File: src/rtl/gcb_pkg.sv
// gcb_pkg: shared constants and elaboration-time table functions for the bearing block
// no dependencies; used by gcb_to_angle, gcb_cordic_rot and great_circle_bearing_deg

package gcb_pkg;

  localparam int VEC_FRAC = 30;
  localparam int WIDE_FRAC = 62;
  localparam int UPD_SHIFT = 7;         // units per degree = 78125 * 2^7
  localparam int UPD_ODD = 78125;
  localparam int RECIP_SHIFT = 32;      // fraction bits of the unit conversion reciprocal
  localparam int COORD_W = 32;          // coordinates widened to one signed width
  localparam int CS_W = 34;             // sine / cosine, 30 fraction bits
  localparam int VEC_W = 35;            // vectoring x / y, 30 fraction bits

  // shift-subtract division, used only while building constants
  function automatic longint unsigned udiv64(input longint unsigned n,
                                             input longint unsigned d);
    longint unsigned q;
    longint unsigned r;
    q = 0;
    r = 0;
    for (int b = 63; b >= 0; b--) begin
      r = {r[62:0], n[b]};
      if (r >= d) begin
        r = r - d;
        q[b] = 1'b1;
      end
    end
    return q;
  endfunction

  // floor(2^(frac - 7 + 32) / 78125), reciprocal used by the unit conversion
  function automatic longint unsigned recip_units(input int frac);
    logic [127:0] n;
    logic [127:0] r;
    logic [127:0] q;
    n = 128'(1) << (frac - UPD_SHIFT + RECIP_SHIFT);
    q = '0;
    r = '0;
    for (int b = 127; b >= 0; b--) begin
      r = {r[126:0], n[b]};
      if (r >= 128'(UPD_ODD)) begin
        r = r - 128'(UPD_ODD);
        q[b] = 1'b1;
      end
    end
    return q[63:0];
  endfunction

  // arctangent of 1/n scaled by 2^62, series sum
  function automatic longint unsigned atan_inv(input longint unsigned n);
    longint unsigned p;
    longint unsigned sum;
    longint unsigned k;
    longint unsigned term;
    p = udiv64(longint'(1) << WIDE_FRAC, n);
    sum = 0;
    k = 0;
    while (p != 0) begin
      term = udiv64(p, 2 * k + 1);
      if (k[0]) sum = sum - term;
      else sum = sum + term;
      p = udiv64(p, n * n);
      k = k + 1;
    end
    return sum;
  endfunction

  // arctangent of 2^-i scaled by 2^62
  function automatic longint unsigned atan_pow2(input int i);
    longint unsigned sum;
    longint unsigned k;
    longint unsigned term;
    int e;
    sum = 0;
    k = 0;
    e = WIDE_FRAC - i;
    while (e >= 0) begin
      term = udiv64(longint'(1) << e, 2 * k + 1);
      if (k[0]) sum = sum - term;
      else sum = sum + term;
      k = k + 1;
      e = e - 2 * i;
    end
    return sum;
  endfunction

  // step angle of cordic stage i in degrees with frac fraction bits, rounded down
  function automatic longint step_angle(input int i, input int frac);
    longint unsigned qp;
    longint unsigned r;
    longint unsigned q;
    if (i == 0) return longint'(45) << frac;
    qp = 4 * atan_inv(5) - atan_inv(239);
    r = atan_pow2(i);
    q = 0;
    for (int b = 0; b < frac; b++) begin
      r = r << 1;
      q = q << 1;
      if (r >= qp) begin
        r = r - qp;
        q = q | 1;
      end
    end
    return longint'(q * 45);
  endfunction

  // reciprocal of the cordic gain, 30 fraction bits
  function automatic longint gain_k(input int stages);
    longint x;
    longint y;
    longint nx;
    longint ny;
    x = longint'(1) << VEC_FRAC;
    y = 0;
    for (int i = 0; i < stages; i++) begin
      if (y < 0) begin
        nx = x - (y >>> i);
        ny = y + (x >>> i);
      end else begin
        nx = x + (y >>> i);
        ny = y - (x >>> i);
      end
      x = nx;
      y = ny;
    end
    if (x > 0) return longint'(udiv64(longint'(1) << (2 * VEC_FRAC), x));
    return 0;
  endfunction

  // fixed-point product, floor shift by 30
  function automatic logic signed [CS_W-1:0] fmul(input logic signed [CS_W-1:0] a,
                                                  input logic signed [CS_W-1:0] b);
    logic signed [2*CS_W-1:0] p;
    p = a * b;
    return CS_W'(p >>> VEC_FRAC);
  endfunction

endpackage

File: src/rtl/gcb_to_angle.sv
// gcb_to_angle: pipelined conversion of 1e-7 degree units to fixed-point degrees
// reciprocal multiplication with one correction step, six register stages; uses gcb_pkg

module gcb_to_angle #(
  parameter int ANGLE_FRACTION_BITS = 28,
  parameter int AW = 39
) (
  input  logic                                   clk,
  input  logic                                   ce,
  input  logic signed [gcb_pkg::COORD_W-1:0]     v,
  output logic signed [AW-1:0]                   a
);

  localparam int MW = gcb_pkg::COORD_W;
  localparam int SH = ANGLE_FRACTION_BITS - gcb_pkg::UPD_SHIFT;
  localparam int PW = AW + 17;
  localparam longint unsigned RECIP = gcb_pkg::recip_units(ANGLE_FRACTION_BITS);
  localparam logic [31:0] RECIP_LO = RECIP[31:0];
  localparam logic [31:0] RECIP_HI = RECIP[63:32];
  localparam logic [PW-1:0] ODD = PW'(gcb_pkg::UPD_ODD);

  logic [MW-1:0]        mag_r;
  logic [MW-1:0]        mag2_r;
  logic [MW-1:0]        mag3_r;
  logic                 sgn1_r;
  logic                 sgn2_r;
  logic                 sgn3_r;
  logic                 sgn4_r;
  logic                 sgn5_r;
  logic [63:0]          plo_r;
  logic [63:0]          phi_r;
  logic [AW-1:0]        est_r;
  logic [AW-1:0]        est4_r;
  logic [PW-1:0]        prod_r;
  logic [PW-1:0]        num4_r;
  logic [AW-1:0]        q_r;
  logic signed [AW-1:0] a_r;

  // estimate is the true quotient or one below it, a single compare fixes it
  always_ff @(posedge clk) begin
    if (ce) begin
      mag_r  <= v[MW-1] ? MW'(-v) : MW'(v);
      sgn1_r <= v[MW-1];

      plo_r  <= 64'(mag_r) * 64'(RECIP_LO);
      phi_r  <= 64'(mag_r) * 64'(RECIP_HI);
      mag2_r <= mag_r;
      sgn2_r <= sgn1_r;

      est_r  <= AW'(phi_r + (plo_r >> 32));
      mag3_r <= mag2_r;
      sgn3_r <= sgn2_r;

      prod_r <= PW'(est_r) * ODD;
      num4_r <= PW'(mag3_r) << SH;
      est4_r <= est_r;
      sgn4_r <= sgn3_r;

      q_r    <= ((num4_r - prod_r) >= ODD) ? est4_r + AW'(1) : est4_r;
      sgn5_r <= sgn4_r;

      a_r    <= sgn5_r ? -$signed(q_r) : $signed(q_r);
    end
  end

  assign a = a_r;

endmodule

File: config.mk
export PLATFORM = sky130hd
export DESIGN_NAME = gcb_to_angle
export DESIGN_NICKNAME = d
export VERILOG_FILES = /design/src/rtl/gcb_pkg.sv /design/src/rtl/gcb_to_angle.sv
export SDC_FILE = /design/constraint.sdc
export NUM_CORES = 2
export LEC_CHECK = 0
export ABC_AREA = 1
export BUFFER_PORTS_ARGS = -buffer_cell sky130_fd_sc_hd__buf_2
export CAP_MARGIN = 0
export CORE_ASPECT_RATIO = 0.6
export CORE_UTILIZATION = 49
export DETAILED_ROUTE_END_ITERATION = 7
export SYNTH_ARGS = -nofsm -noshare
export SYNTH_HDL_FRONTEND = slang
export SYNTH_SLANG_ARGS = --single-unit
File: constraint.sdc
create_clock -name clk -period 8.43 [get_ports clk]
set_input_delay 0.4215 -clock clk [delete_from_list [all_inputs] [get_ports clk]]
set_output_delay 0.4215 -clock clk [all_outputs]
set_load 0.02 [all_outputs]
# After elaboration in Yosys (flattened, before gate mapping)
# Cells that the tools add are included.
# word_totals
regBits,443
latchBits,0
mem_bits_rw,0
romBits,0
inputBits,34
out_inout_bits,39
elab_cells,29
n_memories,0
# op_classes
add_sub_neg,5
multipliers,3
div,0
n_lt_le_gt_ge,1
n_eq_ne,0
n_shift,0
muxes,3
bitwise,0
n_reduce_logical,0
# ops
op,n
$mux W39,2
$mul A32 B30 Y62 const B,1
$ge A56 B17 Y1 const B,1
$mul A39 B17 Y56 const B,1
$sub A53 B56 Y56,1
$add A39 B1 Y39 const B,1
$neg A39 Y39,1
$add A37 B32 Y38,1
$mul A32 B4 Y36 const B,1
$neg A32 Y32,1
$mux W31,1

# Logic depth before layout (Yosys ltp)
# depth
word_depth,3
depth_mapped,29
ltp_nobuf,29

# Worst setup path before layout
# OpenSTA, ideal clock, no wires.
# synth_timing
kind,register to register
startpoint,register mag_r[7]
endpoint,"register plo_r[60], data pin"
setup_ns,0.265
arrival_ns,6.253
required_ns,8.165
setup_slack_ns,1.912
path_stages_with_launch,23
n_path_buf,0
synth_period_minus_slack_ns,6.518
path_cell_list,edfxtp_1 -> fa_1 -> fa_1 -> inv_1 -> fa_1 -> inv_1 -> fa_1 -> fa_1 -> fa_1 -> fa_1 -> inv_1 -> fa_1 -> inv_1 -> ha_1 -> a21oi_1 -> inv_1 -> a31oi_1 -> o21ai_0 -> a21oi_1 -> nand2_1 -> a21oi_1 -> o21ai_0 -> xor2_1
# synth_between
elab_chain_len,1
# synth_rtl
item,line,rtl
from (decl),gcb_to_angle.sv:22,logic [MW-1:0] mag_r;
from (signal assigned),gcb_to_angle.sv:42,mag_r <= v[MW-1] ? MW'(-v) : MW'(v);
$mul A32 B30 Y62,gcb_to_angle.sv:45,plo_r <= 64'(mag_r) * 64'(RECIP_LO);
to (signal assigned),gcb_to_angle.sv:45,
to (decl),gcb_to_angle.sv:30,logic [63:0] plo_r;
# Every way passes these cells.
# A chain may end at the register's enable or synchronous reset.

# Worst setup path after layout
# layout_timing
startpoint,register mag_r[5]
endpoint,"register plo_r[55], data pin"
# Same word-level chain as after synthesis.

==> results.toml <==
[logic_synthesis]
syn_area_sq_um = 52400
yosysWarnings = 0
synth_largest_area_cell = "fa_1"
synth-edff-count = 407
synth.avg_cell_area_sq_um = 9.11
synth_cells = 5750
synthTopCellsByArea = "fa_1 25%, edfxtp_1 23%, ha_1 17%, inv_1 9.6%, nand2_1 6.8%"
ys.flop_type = "edfxtp_1"
synth_top_area_share_pct = 25.1
ys_ff_latch = 407
synthArstFlopShare_pct = 0
ys_seq_area_share_pct = 23.3
syn-num-nets = 7166
synth_cell_types = 49

[placed_design]
port_buffers = 72
dp_hpwl_mm = 161
dpl_cell_area_sq_um = 54700
gp_congestion = 1.09

[finish]
area_growth_pct = 7.51
layout_commonest_cell = "inv_1"
drive_gt1_share_pct = 3.74
multiInputGateArea_sq_um = 35000
final_cell_mix = "1344 x inv_1, 956 x nand2_1, 725 x ha_1"
fillers = 9948
fin_area_sq_um = 56300
final-seq-area_sq_um = 12200
utilization_pct = 53.4
nets = 7309

[drt]
avgViaCountPerCell = 5.55
antenna_left = 0
wl_mm = 184
drt_iter0_drc = 5369
dr.pass1.iters = 6
vias = 40800
wl_per_cell_um = 25.1
drcViolationCount = 0

[die]
io-pin-count = 73
start_util_pct = 49.7
dieHeight_um = 255
die_x_um = 424
coreArea_sq_um = 105000
rows = 92
die_area_sq_um = 108000

[sta]
tightest_slew_ns = 1.18
finalSetupViolations = 0
fin_crit_sh_pct = 97.2
relSlewSlack_pct = 20.1
drv_slew = 0
period_minus_slack_ns = 8.20
hold_viol = 0
skew_ns = 0.0275
max_freq_mhz = 122
rsz0062_at_grt = "no"
timing.setup.tns_ns = 0
holdWs_ns = 0.0470

[worst_hold_path]
hp-class = "in -> reg"

[cts]
tritoncts = "built"
numCtsBuffers = 47
cts.sinks = 407
cts_root_buf = "clkbuf_16"
post_cts.repair.setup_buffers = 0
cts.repair.resized = 0
clock_latency_ns = 0.63
clk_pin_slew_worst_paths_ns = 0.07
cts_hold_buf = 0
clock_path_buffers = 3
htree_levels = 2

[worst_setup_path]
reg2reg_depth = 20
r2r-end = "plo_r[55]"
crit_start = "mag_r[5]"
crit_arrival_ns = 8.53
cp-end-kind = "flip-flop"
startpoint_type = "flip-flop"
timing.reg2reg.setup_slack_ns = 0.23
critPathKind = "reg -> reg"
crit_fanout = 9
crit_required_ns = 8.76
timing.rr.start = "mag_r[5]"
endpoint = "plo_r[55]"

[grt]
globalRouteOverflowTotal = 0
grt_antenna_before_repair = 4
grt_max_degree = 167
grt_pass1_vias = 38700
grtUsageTotal_pct = 34.6
grt_pass1_wl_mm = 269

[status]
outcome = "completed"

[flow_run]
drv_cap = 0
[Yosys cell counts (3+ instances only)]
cell and count:
edfxtp_1 407, a221oi_1 3, nand3b_1 16, o31ai_1 3
xor2_1 174, nand2_1 956, o21a_1 11, a21o_1 22
xnor2_1 83, o21ai_1 5, nor4_1 32, fa_1 657
a31oi_1 58, a21boi_0 16, nor2_1 424, o21bai_1 15
o21ai_0 138, inv_2 4, and2_1 3, inv_1 1344
o221ai_1 4, nand3_1 213, nand3_2 3, buf_4 3
ha_1 725, a21oi_1 259, o211ai_1 9, and3_1 6
o2111ai_1 3, nor2_2 14, nor3_1 55, clkbuf_1 10
a211oi_1 3, buf_6 3, or2_2 3, nand4_1 48
[area by class of cell]
type	instances	area share, %
Sequential cell	407	21.7
Antenna cell	3	0.0133
Timing Repair Buffer	113	1.23
Multi-Input combinational cell	3976	62.1
Inverter	1348	8.98
Clock inverter	33	0.686
Tap cell	1410	3.13
Clock buffer	52	2.12
[how the worst min path moves through the flow]
stage | cells past startpoint | start | to | slack [ns]
after floorplan | 0 | plo_r[32] | est_r[0] | 0.40
after global routing | 1 | v[0] | mag_r[0] | 0.03
after detailed placement | 0 | mag2_r[4] | mag3_r[4] | 0.40
after CTS | 1 | v[0] | mag_r[0] | 0.01
after global placement | 0 | sgn1_r | sgn2_r | 0.40
final | 1 | v[0] | mag_r[0] | 0.05
[critical path, cell delays in order (launching register included)]
cell and delay (ns):
edfxtp_1 0.74, inv_1 0.24, fa_1 0.47, inv_1 0.19, fa_1 0.47, fa_1 0.56, inv_1 0.06, fa_1 0.52
inv_1 0.07, fa_1 0.56, fa_1 0.54, fa_1 0.58, fa_1 0.47, ha_1 0.40, nand2_1 0.15, nor2_1 0.13
inv_1 0.09, o21ai_0 0.38, a21oi_1 0.17, o311ai_0 0.99, xor2_1 0.13
[cell families after synthesis]
group,after synthesis,share of synthesized area [%]
AOI/OAI and AO/OA,558,5.99
xor gates and xnor gates,257,4.30
adders and majority gates,1382,42.4
buffers and inverters,1367,9.86
DFF,407,23.3
and+or+nand+nor,1779,14.1
[routing by layer]
metal / routed length (um) / track usage [%] / vias up / share of wire [%]
li1: - / - / 18600 / -
met1: 93300 / 59.1 / 19900 / 51
met2: 56200 / 35.7 / 2158 / 31
met3: 33000 / 19.2 / 102 / 18
met4: 1710 / 3.46 / 0 / 0.93
met5: 0 / 0 / - / 0
[sequential cells by signal, summed over array words and instances, names as in the netlist, 34 cells and up]
register / cells
est4_r: 36
est_r: 38
a: 39
q_r: 39
phi_r: 34
prod_r: 56
[through the flow]
stage / instances / worst slack [ns]
floorplan: 5750 / 1.91
global placement: 7254 / 0.477
detailed placement: 7254 / 0.448
CTS: 7339 / 0.427
global route: 7339 / 0.0418
finish: 7342 / 0.232
Power is left out: the tool's default activity adds up to more than one toggle a clock period on the data nets, which glitch-free logic cannot reach.
